===== src/lfbp_pkg.sv =====
// lfbp_pkg: shared constants and types for the lsb-first bit packer
// no dependencies; used by every module of the block
`timescale 1ns / 1ps
`default_nettype none

package lfbp_pkg;

  // widest field one transaction can append
  localparam int unsigned MaxFieldWidth = 64;
  localparam int unsigned FieldBitsW    = 64;
  localparam int unsigned FieldWidthW   = 7;
  localparam int unsigned PendW         = 7;
  localparam int unsigned PendCntW      = 3;

  // pending bits plus one full field
  localparam int unsigned CombW   = MaxFieldWidth + PendW;
  localparam int unsigned TotalW  = $clog2(CombW + 1);
  localparam int unsigned MaxBytes = (MaxFieldWidth + PendW) / 8;
  localparam int unsigned BufW    = MaxBytes * 8;
  localparam int unsigned CountW  = $clog2(MaxBytes + 1);
  localparam int unsigned ShiftW  = CountW + 3;

  typedef enum logic {
    OP_APPEND = 1'b0,
    OP_FLUSH  = 1'b1
  } op_e;

  // completed bytes of one transaction, low byte first
  typedef struct packed {
    logic [BufW-1:0]   bytes;
    logic [CountW-1:0] nbytes;
  } pack_t;

endpackage

`default_nettype wire


===== src/lfbp_pack.sv =====
// lfbp_pack: merges a field with the pending bits and keeps the pending state
// depends on lfbp_pkg
`timescale 1ns / 1ps
`default_nettype none

module lfbp_pack (
  input  wire logic                            clk_i,
  input  wire logic                            rst_ni,
  input  wire logic                            load_i,
  input  wire logic                            operation_i,
  input  wire logic [lfbp_pkg::FieldBitsW-1:0] field_bits_i,
  input  wire logic [lfbp_pkg::FieldWidthW-1:0] field_width_i,
  output lfbp_pkg::pack_t                      pack_o
);

  logic [lfbp_pkg::PendW-1:0]         pend_bits_q, pend_bits_d;
  logic [lfbp_pkg::PendCntW-1:0]      pend_cnt_q, pend_cnt_d;
  logic [lfbp_pkg::FieldWidthW-1:0]   width_clamped;
  logic [lfbp_pkg::MaxFieldWidth-1:0] val_masked;
  logic [lfbp_pkg::CombW-1:0]         comb;
  logic [lfbp_pkg::CombW-1:0]         tail;
  logic [lfbp_pkg::TotalW-1:0]        total;
  logic [lfbp_pkg::CountW-1:0]        nbytes;
  logic [2:0]                         rem;
  logic [lfbp_pkg::ShiftW-1:0]        shamt;

  always_comb begin
    // widths beyond the maximum act as the maximum
    if (field_width_i > lfbp_pkg::FieldWidthW'(lfbp_pkg::MaxFieldWidth)) begin
      width_clamped = lfbp_pkg::FieldWidthW'(lfbp_pkg::MaxFieldWidth);
    end else begin
      width_clamped = field_width_i;
    end
    // a shift by the full width leaves an all-ones mask
    val_masked = field_bits_i[lfbp_pkg::MaxFieldWidth-1:0]
               & ~({lfbp_pkg::MaxFieldWidth{1'b1}} << width_clamped);
    comb = (lfbp_pkg::CombW'(val_masked) << pend_cnt_q)
         | lfbp_pkg::CombW'(pend_bits_q);
    total  = lfbp_pkg::TotalW'(pend_cnt_q) + lfbp_pkg::TotalW'(width_clamped);
    nbytes = lfbp_pkg::CountW'(total >> 3);
    rem    = total[2:0];
    shamt  = {nbytes, 3'b000};
    tail   = comb >> shamt;
  end

  always_comb begin
    pack_o.bytes  = comb[lfbp_pkg::BufW-1:0];
    pack_o.nbytes = nbytes;
    pend_bits_d   = tail[lfbp_pkg::PendW-1:0] & ~({lfbp_pkg::PendW{1'b1}} << rem);
    pend_cnt_d    = rem;
    if (operation_i == lfbp_pkg::OP_FLUSH) begin
      // partial byte goes out zero padded
      pack_o.bytes  = lfbp_pkg::BufW'(pend_bits_q);
      pack_o.nbytes = (pend_cnt_q != '0) ? lfbp_pkg::CountW'(1) : '0;
      pend_bits_d   = '0;
      pend_cnt_d    = '0;
    end
  end

  always_ff @(posedge clk_i or negedge rst_ni) begin
    if (!rst_ni) begin
      pend_bits_q <= '0;
      pend_cnt_q  <= '0;
    end else if (load_i) begin
      pend_bits_q <= pend_bits_d;
      pend_cnt_q  <= pend_cnt_d;
    end
  end

endmodule

`default_nettype wire


===== src/lfbp_serializer.sv =====
// lfbp_serializer: holds one transaction's bytes, sends one a cycle while ready
// depends on lfbp_pkg
`timescale 1ns / 1ps
`default_nettype none

module lfbp_serializer (
  input  wire logic            clk_i,
  input  wire logic            rst_ni,
  input  wire logic            load_i,
  input  lfbp_pkg::pack_t      pack_i,
  output logic                 can_load_o,
  output logic                 out_valid_o,
  input  wire logic            out_ready_i,
  output logic [7:0]           out_byte_o,
  output logic                 last_of_item_o
);

  logic [lfbp_pkg::BufW-1:0]   buf_q, buf_d;
  logic [lfbp_pkg::CountW-1:0] cnt_q, cnt_d;
  logic                        pop;

  assign out_valid_o    = (cnt_q != '0);
  assign out_byte_o     = buf_q[7:0];
  assign last_of_item_o = (cnt_q == lfbp_pkg::CountW'(1));
  assign pop            = out_valid_o && out_ready_i;
  // free now, or the final byte leaves this cycle
  assign can_load_o     = (cnt_q == '0) || (last_of_item_o && out_ready_i);

  always_comb begin
    buf_d = buf_q;
    cnt_d = cnt_q;
    if (load_i) begin
      buf_d = pack_i.bytes;
      cnt_d = pack_i.nbytes;
    end else if (pop) begin
      buf_d = buf_q >> 8;
      cnt_d = cnt_q - lfbp_pkg::CountW'(1);
    end
  end

  always_ff @(posedge clk_i) begin
    buf_q <= buf_d;
  end

  always_ff @(posedge clk_i or negedge rst_ni) begin
    if (!rst_ni) begin
      cnt_q <= '0;
    end else begin
      cnt_q <= cnt_d;
    end
  end

endmodule

`default_nettype wire


===== src/lsb_first_bit_packer.sv =====
// the first byte of a transaction is offered in the cycle after it is accepted, from the byte register
// a new transaction is taken once the byte register is empty or its final byte is leaving;
//   a transaction completes 0..8 bytes, sent one byte per cycle while the receiver is ready
// a transaction that completes no byte offers nothing
// reset (rst_ni low, asynchronous) clears the pending bits and empties the byte register
`timescale 1ns / 1ps
`default_nettype none

// top level: lsb-first variable width bit packer
// depends on lfbp_pkg, lfbp_pack and lfbp_serializer
module lsb_first_bit_packer (
  input  wire logic                             clk_i,
  input  wire logic                             rst_ni,
  // input channel
  input  wire logic                             in_valid_i,
  output logic                                  in_ready_o,
  input  wire logic                             operation_i,
  input  wire logic [lfbp_pkg::FieldBitsW-1:0]  field_bits_i,
  input  wire logic [lfbp_pkg::FieldWidthW-1:0] field_width_i,
  // output channel
  output logic                                  out_valid_o,
  input  wire logic                             out_ready_i,
  output logic [7:0]                            out_byte_o,
  output logic                                  last_of_item_o
);

  logic            can_load;
  logic            load;
  lfbp_pkg::pack_t pack;

  // a transaction is taken whenever the byte register is free or about to be
  assign in_ready_o = can_load;
  assign load       = in_valid_i && can_load;

  // merge the field with the pending bits; pending state advances on load
  lfbp_pack u_pack (
    .clk_i         (clk_i),
    .rst_ni        (rst_ni),
    .load_i        (load),
    .operation_i   (operation_i),
    .field_bits_i  (field_bits_i),
    .field_width_i (field_width_i),
    .pack_o        (pack)
  );

  // completed bytes leave low byte first, last one marked
  lfbp_serializer u_serializer (
    .clk_i          (clk_i),
    .rst_ni         (rst_ni),
    .load_i         (load),
    .pack_i         (pack),
    .can_load_o     (can_load),
    .out_valid_o    (out_valid_o),
    .out_ready_i    (out_ready_i),
    .out_byte_o     (out_byte_o),
    .last_of_item_o (last_of_item_o)
  );

endmodule

`default_nettype wire


===== config.mk =====
export PLATFORM = sky130hd
export DESIGN_NAME = lsb_first_bit_packer
export DESIGN_NICKNAME = d
export VERILOG_FILES = /design/src/lfbp_pkg.sv /design/src/lfbp_pack.sv /design/src/lfbp_serializer.sv /design/src/lsb_first_bit_packer.sv
export SDC_FILE = /design/constraint.sdc
export NUM_CORES = 1
export LEC_CHECK = 0
export BUFFER_PORTS_ARGS = -buffer_cell sky130_fd_sc_hd__buf_4
export CAP_MARGIN = 20
export CORE_MARGIN = 2
export CORE_UTILIZATION = 45
export DETAILED_ROUTE_END_ITERATION = 8
export PLACE_DENSITY = 0.75
export SLEW_MARGIN = 20
export SYNTH_ARGS = -nofsm -noshare
export SYNTH_HDL_FRONTEND = slang
export SYNTH_SLANG_ARGS = --single-unit
export TNS_END_PERCENT = 50

===== constraint.sdc =====
create_clock -name clk_i -period 4.9 [get_ports clk_i]
set_clock_uncertainty 0.2 [all_clocks]
set_input_delay 0.245 -clock clk_i [delete_from_list [all_inputs] [get_ports clk_i]]
set_output_delay 0.245 -clock clk_i [all_outputs]
set_load 0.02 [all_outputs]

==> reports/metrics.csv, run 1 <==
metric;value;unit
status;complete, no violations;
crit path max fanout;33;
placed cells;1158;
GRT Total Usage;30.5;%
FP Rows;47;
DR iter-0 viols;1277;
hold buffer count at cts;1;
Fin. Hold Viols;0;
Synth Area in Simple Gates;16.8;%
DP Wirelength;19.9;mm
number of max-slew violations in the final report;0;
Synth area leader;edfxtp_1;
DIE WIDTH;134;um
Post-synth EDFFs;64;
Syn Area/Cell;8.12;um^2
Root Driver;clkbuf_16;
# nets final;1030;
Critical Path AT;3.85;ns
register area share after synthesis;29.7;%
largest net degree at the start of global routing;82;
unrepaired setup endpoints after global routing;false;
fraction of layout cells with a size suffix above 1;15.8;%
Net Sw Frac;46.3;%
Synth Area in XOR/XNOR;0.344;%
Seq cells post-synth;78;
CTS tree;built;
Die Height;134;um
post-synth top area share;25.1;%
Post-Syn Area;7640;um^2
CP Data Required Time;4.92;ns
Reg power frac;25.1;%
Clock Power Share;17.4;%
period utilisation layout;78.2;%
fin area;8560;um^2
core area;16600;um^2
IO Pins;87;
largest cells by area after synthesis;edfxtp_1, mux2i_1, nand2_1;
htree depth;3;
Ys Warns;0;
final wirelength;27.7;mm
total CTS buffers;9;
crit path time final;3.83;ns
DRC Markers;0;
PD cells;469;nW/um^2
Max Clock Freq;0.261;GHz
Setup TNS;0;ns
Hold Path Class;input port to flop;
CP Capture Type;flop;
Initial DRT Pass Iterations;6;
Mapped Cells;941;
number of global-route vias before repair;7458;
Pint;0.00216;W
Pleak;3.33;nW
first-pass GRT wire length;42.7;mm
Non-Filler Instances;1176;
routability-driven placement congestion ratio;0.978;
Max transition margin;23.6;%
clock slew at reported path FFs;0.06;ns
postcts setup bufs;0;
clock tree buffer depth;2;
combinational share of power;57.5;%
post-cts repair resize count;0;
die area;18000;um^2
max_cap viols;0;
drt wl/cell;23.6;um
setup ws final;1.07;ns
GRT Residual Overflow;0;
Clock Latency Late Sink;0.35;ns
IO Port Bufs;86;
commonest non-fill, non-tap cell in the layout;nand2_1;
Startpoint Class;flop;
Netlist cell types;83;
initial antenna violation count;2;
Max VDD drop;0.276;mV
Worst-Margin Slew;1.14;ns
Synth Area in Adders;0.655;%
P&R area growth vs syn;11.9;%
mux contribution to synthesized area;9.15;%
Synth Flop Type;edfxtp_1;
Sinks on Clock Net;78;
Hold Slack;0.0413;ns
syn_nets;1021;
Psw;0.00186;W
Post-DRT Antenna Nets;0;
Initial Util;46.1;%
Place WS;1.06;ns
endpoints failing setup;0;
Via Count;8118;
Placed Area;8230;um^2
Post-synth ARST share;17.9;%
Avg Vias per Cell;6.90;
largest family of logic cells by synthesized area;compound AO/OA/AOI/OAI gates;
compound-gate portion of the synthesized area;36.6;%
Setup CP Type;flop to flop;
most frequent cells in the layout;nand2_1, buf_4, edfxtp_1;
critical path, cell delays in order (launching register included):
cell and delay, ns:
dfrtp_2 0.78, inv_2 0.09, xnor2_1 0.18, ha_1 0.18, a21o_1 0.11, o21ai_1 0.12
o21ai_1 0.93, nor2_1 0.26, and2_1 0.24, a2111oi_0 0.47, o21ai_1 0.13
cells in the mapped netlist, types with 11 or more instances:
library cell	number
a211oi_1	15
o21ai_0	52
nand2_1	106
nand3_1	25
and2_1	15
a31oi_1	18
o22ai_1	15
nor2_1	59
o211ai_1	21
a22oi_1	13
a21oi_1	60
o21ai_1	34
buf_2	24
mux2i_1	44
nor3_1	13
a22o_1	31
edfxtp_1	64
clkbuf_1	63
mux2_2	14
dfrtp_1	14
inv_1	11
a21o_1	12
through the flow:
stage	utilization (%)	power, W
2_1_floorplan	-	0.00259
3_3_place_gp	49.6	0.00321
3_5_place_dp	49.6	0.00323
4_1_cts	51.6	0.00394
5_1_grt	51.6	0.00421
6_report	51.6	0.00401
power by group through the flow:
| stage | logic [W] | registers, W | clock network [W] |
|---|---|---|---|
| floorplan | 0.00164 | 0.000952 | 0 |
| global placement | 0.00220 | 0.00101 | 0 |
| detailed placement | 0.00222 | 0.00102 | 0 |
| CTS | 0.00223 | 0.00100 | 0.000706 |
| global route | 0.00245 | 0.00102 | 0.000735 |
| finish | 0.00231 | 0.00101 | 0.000700 |
final cells by class:
cell class / count / area [um^2]
sequential: 78 / 2280
clock buffer: 14 / 274
inverter: 14 / 52.6
antenna: 1 / 2.50
multi-input combinational: 745 / 4870
fill: 1563 / 8030
tap: 220 / 275
clock inverter: 2 / 38.8
timing repair buffer: 102 / 768
kinds of logic after synthesis:
group                      count (synthesis)
adders and majority gates                  4
buffers and inverters                    118
DFF                                       78
xor gates and xnor gates                   3
muxes                                     64
AOI/OAI and AO/OA                        399
and+or+nand+nor                          275
state kept, by name, summed over array words and instances, names as in the netlist:
| signal | count |
|---|---|
| u_pack.pend_bits_q | 7 |
| u_pack.pend_cnt_q | 3 |
| u_serializer.buf_q | 64 |
| u_serializer.cnt_q | 4 |
per-layer routing:
metal / vias to the layer above / track usage, % / routed length, um / part of all wire, %
li1: 3678 / - / - / -
met1: 3795 / 41.1 / 11200 / 40
met2: 542 / 47.6 / 12400 / 45
met3: 101 / 6.24 / 2850 / 10
met4: 2 / 13.1 / 1270 / 4.6
met5: - / 0 / 13 / 0.047
path summary, 6_finish.rpt:
kind / end / cells past startpoint / slack [ns] / from
worst max-delay path: u_pack.pend_bits_q[5] / 10 / 1.07 / u_pack.pend_cnt_q[1]
worst max register to register: u_pack.pend_bits_q[5] / 10 / 1.07 / u_pack.pend_cnt_q[1]
worst min register to register: u_serializer.buf_q[6] / 2 / 0.32 / u_serializer.buf_q[14]
min in group asynchronous: u_pack.pend_cnt_q[2] / 2 / 0.11 / rst_ni
max in group asynchronous: u_pack.pend_cnt_q[0] / 2 / 4.15 / rst_ni
worst min-delay path: u_pack.pend_cnt_q[0] / 2 / 0.04 / operation_i
Power figures use the tool's default switching activity.
==> run 2: changes to the inputs <==
- ABC_AREA: unset -> 1
- clock period: 4.9 -> 3.82 ns (I/O delays scaled with it)
==> run 2 against run 1 <==
Effect of this change: clock-buffer cell count is 5 lower; power is 49% higher; final cell count is 19% higher; largest power group unchanged.
==> reports/metrics.csv, run 2 <==
metric;value;unit
status;complete, no violations;
commonest non-fill, non-tap cell in the layout;nand2_1;
clock tree buffer depth;2;
Mapped Cells;1152;
CP peak stage delay;0.59;ns
Pleak;3.96;nW
most frequent cells in the layout;nand2_1, nand3_1, buf_4;
DR iter-0 viols;969;
register area share after synthesis;30.1;%
number of global-route vias before repair;8057;
R2R Path Start;u_pack.pend_cnt_q[0];
Max Clock Freq;0.316;GHz
fin util;51.4;%
P&R area growth vs syn;12.4;%
Hold Path Class;input port to async pin;
worst r2r dst;u_pack.pend_bits_q[3];
critical path's slowest cell;dfrtp_2;
Syn Area/Cell;6.56;um^2
drt wl/cell;20.0;um
Levels on crit path;17;
first-pass GRT wire length;43.7;mm
Die Height;134;um
most common cell in the netlist;nand2_1;
Max transition margin;35.0;%
hold buffer count at cts;1;
period utilisation layout;83.0;%
DRC Markers;0;
GRT Residual Overflow;0;
unrepaired setup endpoints after global routing;false;
max FFs per register;64;
# nets final;1258;
Post-Syn Area;7550;um^2
CP delay by family, top;simple AND/OR/NAND/NOR gates;
PD cells;706;nW/um^2
number of max-slew violations in the final report;0;
Netlist cell types;49;
htree depth;3;
post-cts repair resize count;0;
fraction of layout cells with a size suffix above 1;14.5;%
Setup TNS;0;ns
Seq cells post-synth;78;
IO Port Bufs;86;
Synth area leader;edfxtp_1;
Initial Util;45.7;%
R2R Setup Slk;0.65;ns
routed wl met2;12.8;mm
crit path from;u_pack.pend_cnt_q[0];
post-synth top area share;25.4;%
Initial DRT Pass Iterations;6;
Reg with most FFs;u_serializer.buf_q;
Fin. Hold Viols;0;
Top Layer Used;met4;
Setup CP Type;flop to flop;
ant diodes;0;
Via Count;8512;
Ys Warns;0;
Worst Reg-to-Reg Cells;17;
Worst-Margin Slew;0.973;ns
core area;16500;um^2
met1 WL;11.4;mm
Post-DRT Antenna Nets;0;
postcts setup bufs;0;
CTS tree;built;
GRT Total Usage;31.7;%
crit path buf inv count;3;
Startpoint Class;flop;
max_cap viols;0;
met3 WL;2.60;mm
crit path max fanout;23;
fin area;8490;um^2
clock slew at reported path FFs;0.07;ns
DP Wirelength;20.6;mm
Avg Vias per Cell;6.07;
DIE WIDTH;134;um
Clock Latency Late Sink;0.35;ns
Post-synth ARST share;17.9;%
final wirelength;28.1;mm
Critical Path AT;3.21;ns
crit path time final;3.17;ns
Sinks on Clock Net;78;
Max VDD drop;0.821;mV
Post-synth EDFFs;64;
syn_nets;1232;
FP Rows;47;
initial antenna violation count;0;
CP Capture Type;flop;
total CTS buffers;9;
largest registers;u_serializer.buf_q (64), u_pack.pend_bits_q (7), u_serializer.cnt_q (4);
CP Data Required Time;3.86;ns
largest net degree at the start of global routing;75;
endpoints failing setup;0;
die area;17800;um^2
Synth Flop Type;edfxtp_1;
overall power;0.00600;W
CP Capture Point;u_pack.pend_bits_q[3];
Root Driver;clkbuf_16;
worst-path cell chain;nand3_1, inv_1, ha_1, inv_1, nand2_1, nand2_1, nand2_1, nand2_1, nand2_4, inv_2, nand2_1, a21oi_1, nand2_1, nand2_1, a21oi_1, nand2_1, nand2_1;
Synth top cells by count;nand2_1, nand3_1, inv_1, edfxtp_1, nor2_1;
largest cells by area after synthesis;edfxtp_1, nand3_1, nand2_1;
Placed Area;8180;um^2
Crit path top cell by count;nand2_1;
IO Pins;87;
routability-driven placement congestion ratio;0.950;
==> run 2: cell count changes in the layout (fill, tap and decap cells not counted), moves of 14 or more <==
cell,before,now
mux2i_1,44,1
nand4_1,4,25
nand2_1,105,331
o22ai_1,15,1
and2_1,15,0
o21ai_1,34,8
o21ai_0,52,38
a21oi_1,60,36
nand3_1,25,276
inv_1,11,72
==> run 2: worst min-delay path by stage <==
stage / endpoint / slack [ns]
global route: u_serializer.cnt_q[1] / 0.07
finish: u_pack.pend_cnt_q[0] / 0.05
detailed placement: u_pack.pend_cnt_q[0] / -0.12
CTS: u_pack.pend_cnt_q[0] / 0.05
global placement: u_pack.pend_cnt_q[0] / -0.13
floorplan: u_pack.pend_bits_q[0] / -0.30
==> run 2: power by group <==
group	leakage (nW)	switching (W)	internal (W)
Sequential	0.811	0.000157	0.00119
Combinational	3.00	0.00262	0.00113
Clock	0.151	0.000387	0.000516
Total	3.96	0.00316	0.00284
==> run 2: cell families (layout without fill, tap and decap cells) <==
family	Yosys count	in the layout	synth area share (%)
mux	2	2	0.282
compound gates	174	174	15.3
simple gates	724	724	43.8
xor+xnor	1	1	0.116
buf+inv	169	200	9.77
fa+ha+maj	4	4	0.662
flops	78	78	30.1
==> run 2: metrics by stage <==
| step | setup WS, ns | hold WS, ns | cells |
|---|---|---|---|
| floorplan | 1.10 | -0.305 | 1152 |
| global placement | 0.584 | -0.131 | 1386 |
| detailed placement | 0.599 | -0.124 | 1386 |
| CTS | 0.783 | 0.0471 | 1403 |
| global route | 0.518 | 0.0652 | 1403 |
| finish | 0.651 | 0.0541 | 1403 |
==> run 2: area by class of cell <==
class	count	area, um^2
clock buffer	9	225
clock inverter	7	78.8
fill	1706	8030
inverter	85	322
multi-input combinational	905	4550
sequential	78	2280
tap	220	275
timing repair buffer	99	771
==> run 2: routing by layer <==
layer | up-vias | GRT usage (%)
met5 | - | 0
met4 | 0 | 14.2
met3 | 79 | 6.39
met2 | 474 | 51.1
met1 | 3920 | 41.3
li1 | 4039 | -
